<file path="src/rtl/qpr_pkg.sv">
`timescale 1ns / 1ps
// qpr_pkg: widths, data types, angle table and helper functions for the
// quaternion to pitch/roll core. No dependencies.
package qpr_pkg;

  localparam int Q_W     = 16;  // quaternion component width
  localparam int P_W     = 32;  // 16x16 product width
  localparam int WIDE_W  = 36;  // matrix entry before the cut to Q21
  localparam int M_W     = 27;  // matrix entry, Q21
  localparam int SQ_W    = 52;  // m22^2 + m21^2
  localparam int ROOT_W  = SQ_W / 2;
  localparam int REM_W   = ROOT_W + 3;
  localparam int THR_W   = 15;
  localparam int THR_SH  = 7;   // threshold Q14 to Q21
  localparam int CX_W    = 30;  // cordic x/y width
  localparam int ANG_W   = 35;  // cordic angle, 2^31 = pi
  localparam int ANG_OUT_W = 16;
  localparam int TAB_LEN = 24;

  localparam logic signed [WIDE_W-1:0] ONE_Q28 = 36'sd268435456;
  localparam logic signed [ANG_W-1:0]  QUARTER = 35'sd1073741824;
  localparam logic signed [ANG_W-1:0]  HALF_LSB = 35'sd32768;
  localparam logic signed [ANG_W-1:0]  OUT_MAX = 35'sd32767;
  localparam logic signed [ANG_W-1:0]  OUT_MIN = -35'sd32768;

  // atan(2^-k) in units of pi/2^31
  localparam logic signed [ANG_W-1:0] ATAN_TAB [TAB_LEN] = '{
    35'sd536870912, 35'sd316933406, 35'sd167458907, 35'sd85004756,
    35'sd42667331,  35'sd21354465,  35'sd10679838,  35'sd5340245,
    35'sd2670163,   35'sd1335087,   35'sd667544,    35'sd333772,
    35'sd166886,    35'sd83443,     35'sd41722,     35'sd20861,
    35'sd10430,     35'sd5215,      35'sd2608,      35'sd1304,
    35'sd652,       35'sd326,       35'sd163,       35'sd81
  };

  typedef struct packed {
    logic signed [M_W-1:0] m01;
    logic signed [M_W-1:0] m11;
    logic signed [M_W-1:0] m20;
    logic signed [M_W-1:0] m21;
    logic signed [M_W-1:0] m22;
  } mat_t;

  typedef struct packed {
    logic signed [CX_W-1:0]  x;
    logic signed [CX_W-1:0]  y;
    logic signed [ANG_W-1:0] ang;
  } rot_t;

  typedef struct packed {
    logic lock;
    logic neg;
    logic zero_p;
    logic zero_r;
  } flag_t;

  typedef struct packed {
    logic signed [ANG_OUT_W-1:0] pitch;
    logic signed [ANG_OUT_W-1:0] roll;
    logic                        lock;
  } res_t;

  // left half plane points are turned by a quarter turn first
  function automatic rot_t pre_rotate(input logic signed [CX_W-1:0] y,
                                      input logic signed [CX_W-1:0] x);
    rot_t r;
    r.x   = x;
    r.y   = y;
    r.ang = '0;
    if (x < 0) begin
      if (y >= 0) begin
        r.x   = y;
        r.y   = -x;
        r.ang = QUARTER;
      end else begin
        r.x   = -y;
        r.y   = x;
        r.ang = -QUARTER;
      end
    end
    return r;
  endfunction

  function automatic logic signed [ANG_OUT_W-1:0] to_b16(
      input logic signed [ANG_W-1:0] ang, input logic zero, input logic neg);
    logic signed [ANG_W-1:0] a;
    logic signed [ANG_W-1:0] s;
    logic signed [ANG_OUT_W-1:0] r;
    a = zero ? '0 : ang;
    if (neg) begin
      a = -a;
    end
    s = (a + HALF_LSB) >>> 16;
    if (s > OUT_MAX) begin
      r = OUT_MAX[ANG_OUT_W-1:0];
    end else if (s < OUT_MIN) begin
      r = OUT_MIN[ANG_OUT_W-1:0];
    end else begin
      r = s[ANG_OUT_W-1:0];
    end
    return r;
  endfunction

endpackage

</file>
<file path="src/rtl/qpr_sqrt_cell.sv">
`timescale 1ns / 1ps
// qpr_sqrt_cell: one root bit of the digit-by-digit integer square root,
// carrying the matrix entries alongside. Depends on qpr_pkg.
module qpr_sqrt_cell (
  input  logic                          clk,
  input  logic                          en,
  input  logic [qpr_pkg::REM_W-1:0]     rem_i,
  input  logic [qpr_pkg::ROOT_W-1:0]    root_i,
  input  logic [qpr_pkg::SQ_W-1:0]      rad_i,
  input  qpr_pkg::mat_t                 mat_i,
  output logic [qpr_pkg::REM_W-1:0]     rem_o,
  output logic [qpr_pkg::ROOT_W-1:0]    root_o,
  output logic [qpr_pkg::SQ_W-1:0]      rad_o,
  output qpr_pkg::mat_t                 mat_o
);
  logic [qpr_pkg::REM_W-1:0]  rem_sh;
  logic [qpr_pkg::REM_W-1:0]  trial;
  logic                       ge;
  logic [qpr_pkg::REM_W-1:0]  rem_nxt;
  logic [qpr_pkg::ROOT_W-1:0] root_nxt;
  logic [qpr_pkg::REM_W-1:0]  rem_r;
  logic [qpr_pkg::ROOT_W-1:0] root_r;
  logic [qpr_pkg::SQ_W-1:0]   rad_r;
  qpr_pkg::mat_t              mat_r;

  always_comb begin
    // bring down the next two radicand bits
    rem_sh   = {rem_i[qpr_pkg::REM_W-3:0], rad_i[qpr_pkg::SQ_W-1 -: 2]};
    trial    = qpr_pkg::REM_W'({root_i, 2'b01});
    ge       = (rem_sh >= trial);
    rem_nxt  = ge ? (rem_sh - trial) : rem_sh;
    root_nxt = {root_i[qpr_pkg::ROOT_W-2:0], ge};
  end

  always_ff @(posedge clk) begin
    if (en) begin
      rem_r  <= rem_nxt;
      root_r <= root_nxt;
      rad_r  <= {rad_i[qpr_pkg::SQ_W-3:0], 2'b00};
      mat_r  <= mat_i;
    end
  end

  assign rem_o  = rem_r;
  assign root_o = root_r;
  assign rad_o  = rad_r;
  assign mat_o  = mat_r;
endmodule

</file>
<file path="config.mk">
export PLATFORM = sky130hd
export DESIGN_NAME = qpr_sqrt_cell
export DESIGN_NICKNAME = d
export VERILOG_FILES = /design/src/rtl/qpr_pkg.sv /design/src/rtl/qpr_sqrt_cell.sv
export SDC_FILE = /design/constraint.sdc
export NUM_CORES = 1
export LEC_CHECK = 0
export ABC_AREA = 1
export BUFFER_PORTS_ARGS = -buffer_cell sky130_fd_sc_hd__clkbuf_2
export CORE_AREA = 2 2 187 189
export CTS_CLUSTER_DIAMETER = 40
export CTS_CLUSTER_SIZE = 16
export DETAILED_ROUTE_END_ITERATION = 6
export DIE_AREA = 0 0 189 191
export PLACE_DENSITY = 0.67
export SLEW_MARGIN = 20
export SYNTH_ARGS = -nofsm -noshare
export SYNTH_HDL_FRONTEND = slang
export SYNTH_SLANG_ARGS = --single-unit
</file>
<file path="constraint.sdc">
create_clock -name clk -period 1.8 [get_ports clk]
set_input_delay 0.18 -clock clk [delete_from_list [all_inputs] [get_ports clk]]
set_output_delay 0.18 -clock clk [all_outputs]
set_load 0.01 [all_outputs]
</file>
# Word level (Yosys, flattened, before mapping)
# Index checks and enable logic that the tools add are counted.
[totals]
reg_bits = 240
out_inout_bits = 242
[op_classes]
n_addsub = 1
magnitude_cmp = 1
mux = 1
[op_table]
columns = ["cell", "count"]
rows = [
  [">= comparator 29 x 28 -> 1 bit", 1],
  ["two-way mux 29 bit", 1],
  ["subtractor 29 x 28 -> 29 bit", 1],
]

# Logic depth before layout (Yosys ltp)
[depth]
word_depth = 2
mapped_depth = 16

# Worst setup path before layout
# No wires, ideal clock.
[synth_timing]
kind = "input -> register"
from = "input port root_i[10] (netlist bit)"
to = "register rem_r, in the netlist rem_o[23], data pin"
setup_time_ns = 0.253
arrival_time_ns = 1.487
required_ns = 1.547
setup_slack_ns = 0.060
path_stages = 14
path_cell_list = "inv_1 -> ha_1 -> nand2_1 -> nor2_2 -> nand2_1 -> inv_1 -> nand2_1 -> nand2_1 -> nand2_2 -> nand2_8 -> inv_6 -> buf_6 -> nand2_2 -> nand2_1"
[synth_via]
elab_chain_cells = 2
[synth_lines]
columns = ["item", "line_no", "source"]
rows = [
  ["from (decl)", "qpr_sqrt_cell.sv:8", "input logic [qpr_pkg::ROOT_W-1:0] root_i,"],
  ["subtractor 29 x 28 -> 29 bit or >= comparator 29 x 28 -> 1 bit (tied branches)", "qpr_sqrt_cell.sv:31, qpr_sqrt_cell.sv:30", ""],
  ["two-way mux 29 bit *", "qpr_sqrt_cell.sv:31", "rem_nxt = ge ? (rem_sh - trial) : rem_sh;"],
  ["named net rem_nxt (one bit)", "qpr_sqrt_cell.sv:19", "logic [qpr_pkg::REM_W-1:0] rem_nxt;"],
  ["to (signal assigned)", "qpr_sqrt_cell.sv:37", "rem_r <= rem_nxt;"],
  ["to (decl)", "qpr_sqrt_cell.sv:21", "logic [qpr_pkg::REM_W-1:0] rem_r;"],
]
# The timed path passes the listed nets; every way through them passes the cells marked *.
# A chain may end at the register's enable or synchronous reset.

# Final worst setup path
[layout_timing]
from = "input port root_i[14] (netlist bit)"
to = "register rem_r, in the netlist rem_o[21], data pin"
# Same word-level chain as after synthesis.

==> flow_summary.yaml <==
synthesis:
  syn_area_per_cell_um2: 12.1
  ys_warn_count: 0
  ys_ff_latch: 240
  ys_types: 23
  netlist_area_um2: 9930
  syn_inst: 820
  yosysSeqAreaShare: 0.726
timing:
  hold_viol: 0
  drv_slew: 0
  fmax_mhz: 626
  final.min_clock_period_ps: 1600
  tns_ps: 0
  min_period_over_period: 0.888
  rsz0062_at_grt: "no"
  report.final.setup_viol: 0
place:
  post_dp_cell_area_um2: 13600
  dp_hpwl_mm: 26.0
  place.gp.congestion: 0.890
  io_buffers: 481
route:
  top_layer: "met4"
  wl_met3_mm: 2.34
  wirelength_mm: 36.5
  viasPerCell: 4.21
  wl_met2_mm: 18.8
  drc: 0
  wl_per_cell_um: 17.0
  antenna_left: 0
  vias: 9022
  drt_iter0_drc: 430
  firstDrtPassIters: 5
  wl_met1_mm: 13.8
setup_path:
  crit_arrival_ps: 1860
  required_ps: 2060
  crit_chain: "clkbuf_2 -> inv_1 -> ha_1 -> nand2_1 -> nor2_1 -> nand2_1 -> buf_4 -> nor2_1 -> nand2_1 -> nand3_1 -> nand2_1 -> nand3_1 -> nand2_1"
  cp-end-kind: "register"
  worstPathMaxFanout: 4
  critPathLaunchType: "primary input"
  slowest_stage: "ha_1"
  path_buf_inv: 3
  path_class: "in -> reg"
  crit_path_frequent_cell: "nand2_1"
  path_delay_family: "simple AND/OR/NAND/NOR gates"
  cp_slowest_stage_delay_ps: 380
power_and_ir_drop:
  p_leak_uw: 0.00827
  netSwitchingPower_uw: 4260
  power_frac_clock: 0.410
  swShare: 0.259
  p_comb_frac: 0.171
  internal_power_uw: 12200
  p_seq_frac: 0.419
  p_per_area_nw_per_um2: 962
  ir_worst_vdd_mv: 0.804
final_layout:
  design_area_um2: 17100
  area_delta_synth_final_pct: 71.9
  nets: 1930
  final_layout_size_suffix_gt1_frac: 0.396
clocking:
  clock-sinks: 240
  clk_path_buf_depth: 3
  root_buffer: "clkbuf_16"
  cts_tree: "done"
  numCtsBuffers: 36
  htreeDepth: 2
  clk_pin_slew_ps: 60
floorplanning:
  floorplan.die_area_um2: 36100
  start_util: 0.291
  die_x_um: 189
  io_pins: 486
  core_um2: 34100
  rows: 68
  die_h_um: 191
grt:
  antenna_found_initial: 3
  grt_max_degree: 60
  grt_pass1_vias: 9535
  grt_use_total: 0.197
  grt_pass1_wl_mm: 53.1
  grt_overflow_total: 0
min_path:
  hp-class: "in -> reg"
job:
  max_cap_violations: 0
status:
  status: "finished clean"
-- power by group through the flow --
stage          clock network (µW)  registers (µW)  logic (µW)
5_1_grt                      7130            6930        3050
6_report                     6740            6880        2800
3_5_place_dp                    0            6980        2390
2_1_floorplan                   0            7240         706
4_1_cts                      6880            6870        2810
3_3_place_gp                    0            6970        2370
-- worst paths after layout --
path / endpoint / from / cells after the start
worst max-delay path: rem_o[21] / root_i[14] / 13
worst min-delay path: mat_o[133] / en / 1
-- Yosys cell counts, drive strengths merged --
cell type | number | area (µm²)
xnor2 | 1 | 8.76
conb | 1 | 3.75
ha | 28 | 350
nand4 | 5 | 31.3
nor3 | 1 | 5.00
a21oi | 14 | 73.8
edfxtp | 240 | 7210
nand3 | 31 | 155
inv | 141 | 534
nand2 | 286 | 1140
nor2 | 42 | 178
nand3b | 5 | 37.5
o21ai | 4 | 20.0
buf | 7 | 67.6
xor2 | 14 | 123
-- per-layer routing --
metal  up-vias  global-route usage
met3        81              0.0487
met1      4224               0.215
met5         -                   0
met4         0              0.0901
met2       350               0.358
li1       4367                   -
-- layout make-up --
type,count,area [µm²]
diodes,2,5.00
repair buffers,806,5470
clock inverters,23,220
inverters,141,534
multi-input cells,433,2130
flip-flops and latches,240,7210
clock buffers,42,945
well taps,455,569
fillers,2973,17000
-- state kept, by name, summed over array words and instances, names as in the netlist --
| signal | cells |
|---|---|
| mat_o | 135 |
| rad_o | 50 |
| rem_o | 29 |
| root_o | 26 |
-- logic make-up after synthesis --
| group | share of synthesized area |
|---|---|
| AND/OR/NAND/NOR | 0.155 |
| AO/OA/AOI/OAI | 0.00945 |
| buffers and inverters | 0.0606 |
| flip-flops | 0.726 |
| XOR/XNOR | 0.0132 |
| adder cells (fa/ha/maj) | 0.0353 |
| other | 0.000378 |
-- layout by cell type (no fill, tap or decap), drive strengths merged, types with 28 or more instances in the layout --
cell type	count
clkbuf	522
nand3	31
buf	97
nand2	286
edfxtp	240
nor2	42
dlygate4sd3	229
ha	28
inv	149
-- timing repair --
action,in CTS,in global routing
hold buffers,229,0
endpoints found under the hold margin,229,0
gates resized for setup,0,0
setup buffers,0,0
-- metrics by stage --
stage                     std cells  setup slack [ps]  power [µW]   util  hold slack [ps]
after global routing           2142              63.8       17100  0.500             20.2
after global placement         1846              -291        9340  0.399              357
after floorplan                 821              59.7        7950      -              279
final                          2142               202       16400  0.500             41.1
after detailed placement       1846              -320        9370  0.399              359
after CTS                      2140               238       16600  0.500             14.4
(Power assumes the default switching activity.)
