===== src/rtl/qpr_pkg.sv =====
`timescale 1ns / 1ps
// qpr_pkg: widths, data types, angle table and helper functions for the
// quaternion to pitch/roll core. No dependencies.
package qpr_pkg;

  localparam int Q_W     = 16;  // quaternion component width
  localparam int P_W     = 32;  // 16x16 product width
  localparam int WIDE_W  = 36;  // matrix entry before the cut to Q21
  localparam int M_W     = 27;  // matrix entry, Q21
  localparam int SQ_W    = 52;  // m22^2 + m21^2
  localparam int ROOT_W  = SQ_W / 2;
  localparam int REM_W   = ROOT_W + 3;
  localparam int THR_W   = 15;
  localparam int THR_SH  = 7;   // threshold Q14 to Q21
  localparam int CX_W    = 30;  // cordic x/y width
  localparam int ANG_W   = 35;  // cordic angle, 2^31 = pi
  localparam int ANG_OUT_W = 16;
  localparam int TAB_LEN = 24;

  localparam logic signed [WIDE_W-1:0] ONE_Q28 = 36'sd268435456;
  localparam logic signed [ANG_W-1:0]  QUARTER = 35'sd1073741824;
  localparam logic signed [ANG_W-1:0]  HALF_LSB = 35'sd32768;
  localparam logic signed [ANG_W-1:0]  OUT_MAX = 35'sd32767;
  localparam logic signed [ANG_W-1:0]  OUT_MIN = -35'sd32768;

  // atan(2^-k) in units of pi/2^31
  localparam logic signed [ANG_W-1:0] ATAN_TAB [TAB_LEN] = '{
    35'sd536870912, 35'sd316933406, 35'sd167458907, 35'sd85004756,
    35'sd42667331,  35'sd21354465,  35'sd10679838,  35'sd5340245,
    35'sd2670163,   35'sd1335087,   35'sd667544,    35'sd333772,
    35'sd166886,    35'sd83443,     35'sd41722,     35'sd20861,
    35'sd10430,     35'sd5215,      35'sd2608,      35'sd1304,
    35'sd652,       35'sd326,       35'sd163,       35'sd81
  };

  typedef struct packed {
    logic signed [M_W-1:0] m01;
    logic signed [M_W-1:0] m11;
    logic signed [M_W-1:0] m20;
    logic signed [M_W-1:0] m21;
    logic signed [M_W-1:0] m22;
  } mat_t;

  typedef struct packed {
    logic signed [CX_W-1:0]  x;
    logic signed [CX_W-1:0]  y;
    logic signed [ANG_W-1:0] ang;
  } rot_t;

  typedef struct packed {
    logic lock;
    logic neg;
    logic zero_p;
    logic zero_r;
  } flag_t;

  typedef struct packed {
    logic signed [ANG_OUT_W-1:0] pitch;
    logic signed [ANG_OUT_W-1:0] roll;
    logic                        lock;
  } res_t;

  // left half plane points are turned by a quarter turn first
  function automatic rot_t pre_rotate(input logic signed [CX_W-1:0] y,
                                      input logic signed [CX_W-1:0] x);
    rot_t r;
    r.x   = x;
    r.y   = y;
    r.ang = '0;
    if (x < 0) begin
      if (y >= 0) begin
        r.x   = y;
        r.y   = -x;
        r.ang = QUARTER;
      end else begin
        r.x   = -y;
        r.y   = x;
        r.ang = -QUARTER;
      end
    end
    return r;
  endfunction

  function automatic logic signed [ANG_OUT_W-1:0] to_b16(
      input logic signed [ANG_W-1:0] ang, input logic zero, input logic neg);
    logic signed [ANG_W-1:0] a;
    logic signed [ANG_W-1:0] s;
    logic signed [ANG_OUT_W-1:0] r;
    a = zero ? '0 : ang;
    if (neg) begin
      a = -a;
    end
    s = (a + HALF_LSB) >>> 16;
    if (s > OUT_MAX) begin
      r = OUT_MAX[ANG_OUT_W-1:0];
    end else if (s < OUT_MIN) begin
      r = OUT_MIN[ANG_OUT_W-1:0];
    end else begin
      r = s[ANG_OUT_W-1:0];
    end
    return r;
  endfunction

endpackage


===== src/rtl/qpr_cordic_cell.sv =====
`timescale 1ns / 1ps
// qpr_cordic_cell: one vectoring cordic micro-rotation by atan(2^-SHIFT).
// Depends on qpr_pkg.
module qpr_cordic_cell #(
  parameter int SHIFT = 0
) (
  input  logic          clk,
  input  logic          en,
  input  qpr_pkg::rot_t rot_i,
  output qpr_pkg::rot_t rot_o
);
  logic signed [qpr_pkg::CX_W-1:0] xs;
  logic signed [qpr_pkg::CX_W-1:0] ys;
  qpr_pkg::rot_t                   rot_nxt;
  qpr_pkg::rot_t                   rot_r;

  always_comb begin
    xs      = rot_i.x >>> SHIFT;
    ys      = rot_i.y >>> SHIFT;
    rot_nxt = rot_i;
    if (rot_i.y > 0) begin
      rot_nxt.x   = rot_i.x + ys;
      rot_nxt.y   = rot_i.y - xs;
      rot_nxt.ang = rot_i.ang + qpr_pkg::ATAN_TAB[SHIFT];
    end else begin
      rot_nxt.x   = rot_i.x - ys;
      rot_nxt.y   = rot_i.y + xs;
      rot_nxt.ang = rot_i.ang - qpr_pkg::ATAN_TAB[SHIFT];
    end
  end

  always_ff @(posedge clk) begin
    if (en) begin
      rot_r <= rot_nxt;
    end
  end

  assign rot_o = rot_r;
endmodule


===== config.mk =====
export PLATFORM = sky130hd
export DESIGN_NAME = qpr_cordic_cell
export DESIGN_NICKNAME = d
export VERILOG_FILES = /design/src/rtl/qpr_pkg.sv /design/src/rtl/qpr_cordic_cell.sv
export SDC_FILE = /design/constraint.sdc
export NUM_CORES = 1
export LEC_CHECK = 0
export CAP_MARGIN = 5
export CORE_ASPECT_RATIO = 0.6
export CORE_MARGIN = 4
export CORE_UTILIZATION = 59
export DETAILED_ROUTE_END_ITERATION = 8
export DONT_BUFFER_PORTS = 1
export PLACE_DENSITY_LB_ADDON = 0.25
export SYNTH_ARGS = -nofsm -noshare
export SYNTH_HDL_FRONTEND = slang
export SYNTH_SLANG_ARGS = --single-unit

===== constraint.sdc =====
create_clock -name clk -period 2.5 [get_ports clk]
set_input_delay 0.125 -clock clk [delete_from_list [all_inputs] [get_ports clk]]
set_output_delay 0.125 -clock clk [all_outputs]
set_load 0.05 [all_outputs]

After elaboration in Yosys (flattened, before gate mapping):

Index checks and enable logic that the tools add are counted.
Widths: inputs -> output; s select.

* add/sub/neg operators: 5
* order comparisons: 1
* multiplexer cells: 1

Operators by type and width (count)
* $mux 95: 1
* $sub 30x30->30: 2
* $add 35x31->35 const B: 1
* $sub 35x31->35 const B: 1
* $add 30x30->30: 1
* $gt 30x1->1 const B: 1

* bits in registers: 95
* bits of input ports: 97
* output and inout bits: 95
* word-level logic and storage cells: 10

Longest topological paths before layout:

* word-level depth: 2
* mapped depth: 13

Worst setup path after synthesis:

No wires, ideal clock.

* kind: in2reg
* start point: in rot_i[35] in the netlist's numbering
* end point: reg rot_r, in the netlist rot_o[89], data pin
* setup time: 268 ps
* arrival time: 2434 ps
* data required time: 2232 ps
* setup slack: -203 ps
* stages: 11
* cell sequence: ha_1 fa_1 nor2b_2 o311ai_4 a21oi_2 a221oi_4 o41ai_2 a211o_1 a21oi_2 o211ai_1 xnor2_1

RTL lines
* start: declaration: line qpr_cordic_cell.sv:9 `input qpr_pkg::rot_t rot_i,`
* end signal: assignment: line qpr_cordic_cell.sv:34 `rot_r <= rot_nxt;`
* end: declaration: line qpr_cordic_cell.sv:15 `qpr_pkg::rot_t rot_r;`

==> flow_summary.yaml <==
routing:
  drt.antenna.violating_nets: 0
  met1Wirelength_mm: 12.98
  drt_pre_antenna_iters: 6
  drc: 0
  routed_via_density: 6.470
  top_layer: "met4"
  routed_wirelength_mm: 30.90
  vias: 8087
  wl_per_cell_um: 24.72
  dr_wl_met2_mm: 12.22
  wl_met3_mm: 5.032
  drtIter0Drc: 987
power:
  combPwrFrac: 0.317
  switching_share: 0.4263
  p_clk_frac: 0.221
  p_int_mw: 3.657
  seqPwrFrac: 0.462
  power_mw: 6.375
  power_density_nw_per_um2: 613.0
  p_leak_nw: 4.486
  p_switching_mw: 2.718
  ir_drop_mv: 0.3363
yosys:
  yosys.area.top_type: "edfxtp_1"
  ys_types: 73
  ys.flop_type: "edfxtp_1"
  yosys_register_bits: 94
  syn_nets: 1094
  synth_edf_count: 94
  seq_area_frac_synth: 0.3441
  syn_area_per_cell_um2: 9.165
  netlist_area_um2: 8203
  async_reset_ff_frac: 0
  yosysWarnings: 0
  synth_area_leaders: "edfxtp_1 34%, ha_1 15%, a21oi_1 6.3%, xnor2_1 6.2%, inv_1 4.4%"
  syn-instance-count: 895
  synth_top_area_frac: 0.3441
run_status:
  violations: "negative hold slack, negative setup slack"
  status: "finished, violations left"
place:
  io_buffers: 0
  globalplace.congestion: 1.019
  dp_hpwl_mm: 23.26
critical_path:
  endpoint_kind: "register"
  cp_max_fo: 4
  worstPathArrival_ps: 2590
  critPathLaunchType: "input pin"
  worstPathRequired_ps: 2590
  worst-setup-path-type: "in -> reg"
cells_and_area:
  nets: 1269
  fill_cells: 946
  area_delta_synth_final_pct: 26.77
  diodes: 0
  drive_gt1_frac: 0.2316
  largest_register_ffs: 94
worst_hold_path:
  hold_path_depth: 0
  hold_path.startpoint: "en"
  holdCritPathClass: "in -> reg"
  min_to: "rot_o[45]"
die:
  floorplan.rows: 33
  pin_count: 192
  start_util: 0.6020
  die_area_um2: 15920
  core_um2: 13630
  die_w_um: 160.2
  die_height_um: 99.34
timing:
  timing.fmax_mhz: 399.7
  tightest_slew_ps: 896.1
  setup_slack_ps: -2.180
  whs_ps: -112.5
  grt_setup_unrepaired: "yes"
  hold_violations: 94
  fin_crit_ps: 2502
  finalSetupViolCount: 2
  slew_headroom: 0.4039
  timing.final.crit_share: 1.001
  maxSlewViolCount: 0
grt:
  grt_antenna_before_repair: 0
  grt_pass1_wl_mm: 46.42
  overflow: 0
  grt_pass1_vias: 7782
  grt_start_max_net_pins: 95
  grtUsageTotal: 0.3783
clock_tree:
  cts_max_path_buffers: 2
  ctsHtreeMaxLevel: 3
  hold_buffers: 30
  root_buffer: "clkbuf_16"
  numCtsBuffers: 9
  clk_pin_slew_worst_paths_ps: 80
  clock_sinks: 94
  cts_tree: "done"
job:
  max_cap_violations: 0
[worst max-delay path, stage by stage]
cell	delay, ps
ha_4	140
fa_2	380
nor2b_4	150
o311ai_4	350
a21oi_2	150
a221oi_4	360
o41ai_2	120
a211o_1	300
a21oi_2	180
o211ai_1	140
xnor2_1	190
[cells by family (layout without fill, tap and decap cells)]
kind of cell,Yosys count,after routing,share of synthesized area
AO/OA/AOI/OAI,281,281,0.2273
XOR/XNOR,62,62,0.06620
adder cells (fa/ha/maj),102,102,0.1592
buffers and inverters,141,321,0.06833
flip-flops,94,94,0.3441
multiplexers,14,14,0.01708
AND/OR/NAND/NOR,201,201,0.1178
[repair_timing]
item | 4_1_cts | 5_1_grt
hold endpoints to repair | 124 | 94
resized for setup | 5 | 38
pin swaps | 7 | 10
setup buffers | 2 | 4
setup endpoints to repair | 11 | 29
[metrics by stage]
| step | setup WS, ps | instances | TNS (ps) | area, µm² | util |
|---|---|---|---|---|---|
| floorplan | -71.45 | 895 | -217.4 | 8225 | - |
| global placement | -408.2 | 1198 | -10610 | 9572 | 0.7025 |
| detailed placement | -424.5 | 1198 | -11010 | 9572 | 0.7025 |
| CTS | -2.183 | 1246 | -2.183 | 10200 | 0.7489 |
| global route | -76.47 | 1250 | -380.1 | 10400 | 0.7632 |
| finish | -2.180 | 1250 | -3.937 | 10400 | 0.7632 |
[power by group through the flow]
stage	Combinational [mW]	Clock [mW]	Sequential (mW)
after floorplan	1.08	0	2.91
after global placement	1.75	0	2.97
after detailed placement	1.79	0	2.97
after CTS	1.86	1.39	2.95
after global routing	2.15	1.47	2.96
final	2.02	1.41	2.95
[how the worst max path moves through the flow]
stage / from / to / slack (ps) / cells after the start
after floorplan: rot_i[35] / rot_o[89] / -70 / 11
final: rot_i[35] / rot_o[89] / -2 / 11
after CTS: rot_i[38] / rot_o[87] / -2 / 13
after detailed placement: rot_i[37] / rot_o[84] / -420 / 13
after global routing: rot_i[35] / rot_o[89] / -80 / 11
after global placement: rot_i[35] / rot_o[91] / -410 / 11
[cell usage in the layout, fill, tap and decap left out, drive strengths merged, types with 5 or more instances in the layout]
cell	synthesis	layout
xnor2	58	58
dlygate4sd3	0	30
ha	98	98
nor2	73	73
nor2b	9	9
nor3	24	24
o211ai	11	11
mux2i	14	14
nand4	7	7
o21ai	57	57
nand2	30	30
a21oi	106	106
o21bai	21	21
clkbuf	13	9
nand3	17	17
and3	6	6
edfxtp	94	94
nand2b	8	8
nor4	11	11
a221oi	7	7
buf	27	174
o31ai	10	10
a211oi	8	8
inv	100	104
a21o	13	13
a31oi	5	5
[synth_stat cells (4+ instances only)]
| cell type | instances |
|---|---|
| xor2_1 | 4 |
| buf_2 | 16 |
| o21bai_1 | 21 |
| nor2b_1 | 8 |
| a31oi_1 | 5 |
| nor2_1 | 73 |
| buf_1 | 8 |
| nor3_1 | 24 |
| nand3_1 | 17 |
| edfxtp_1 | 94 |
| a211oi_1 | 6 |
| fa_1 | 4 |
| a21o_1 | 13 |
| a221oi_1 | 4 |
| o21a_1 | 4 |
| mux2i_1 | 14 |
| o31ai_1 | 10 |
| o21ai_1 | 9 |
| nand4_1 | 7 |
| inv_1 | 97 |
| o21ai_0 | 45 |
| o311a_1 | 4 |
| nand2_1 | 30 |
| o211ai_1 | 11 |
| xnor2_1 | 58 |
| ha_1 | 98 |
| and3_1 | 6 |
| a21oi_1 | 104 |
| nor4_1 | 10 |
| clkbuf_1 | 13 |
| nand2b_1 | 8 |
[routing by layer]
metal,track usage,up-vias
met4,0.08592,0
met2,0.5233,670
li1,-,3555
met3,0.1623,68
met1,0.5486,3794
met5,0,-
[final cells by class]
class | instances | area, µm² | share of cell area
Clock buffer | 9 | 225.2 | 0.02166
Clock inverter | 7 | 63.81 | 0.006136
Inverter | 101 | 379.1 | 0.03646
Multi-Input combinational cell | 660 | 5029 | 0.4836
Sequential cell | 94 | 2823 | 0.2714
Tap cell | 175 | 219.0 | 0.02106
Timing Repair Buffer | 204 | 1660 | 0.1597
No activity file was read; power rests on OpenSTA's default activity.
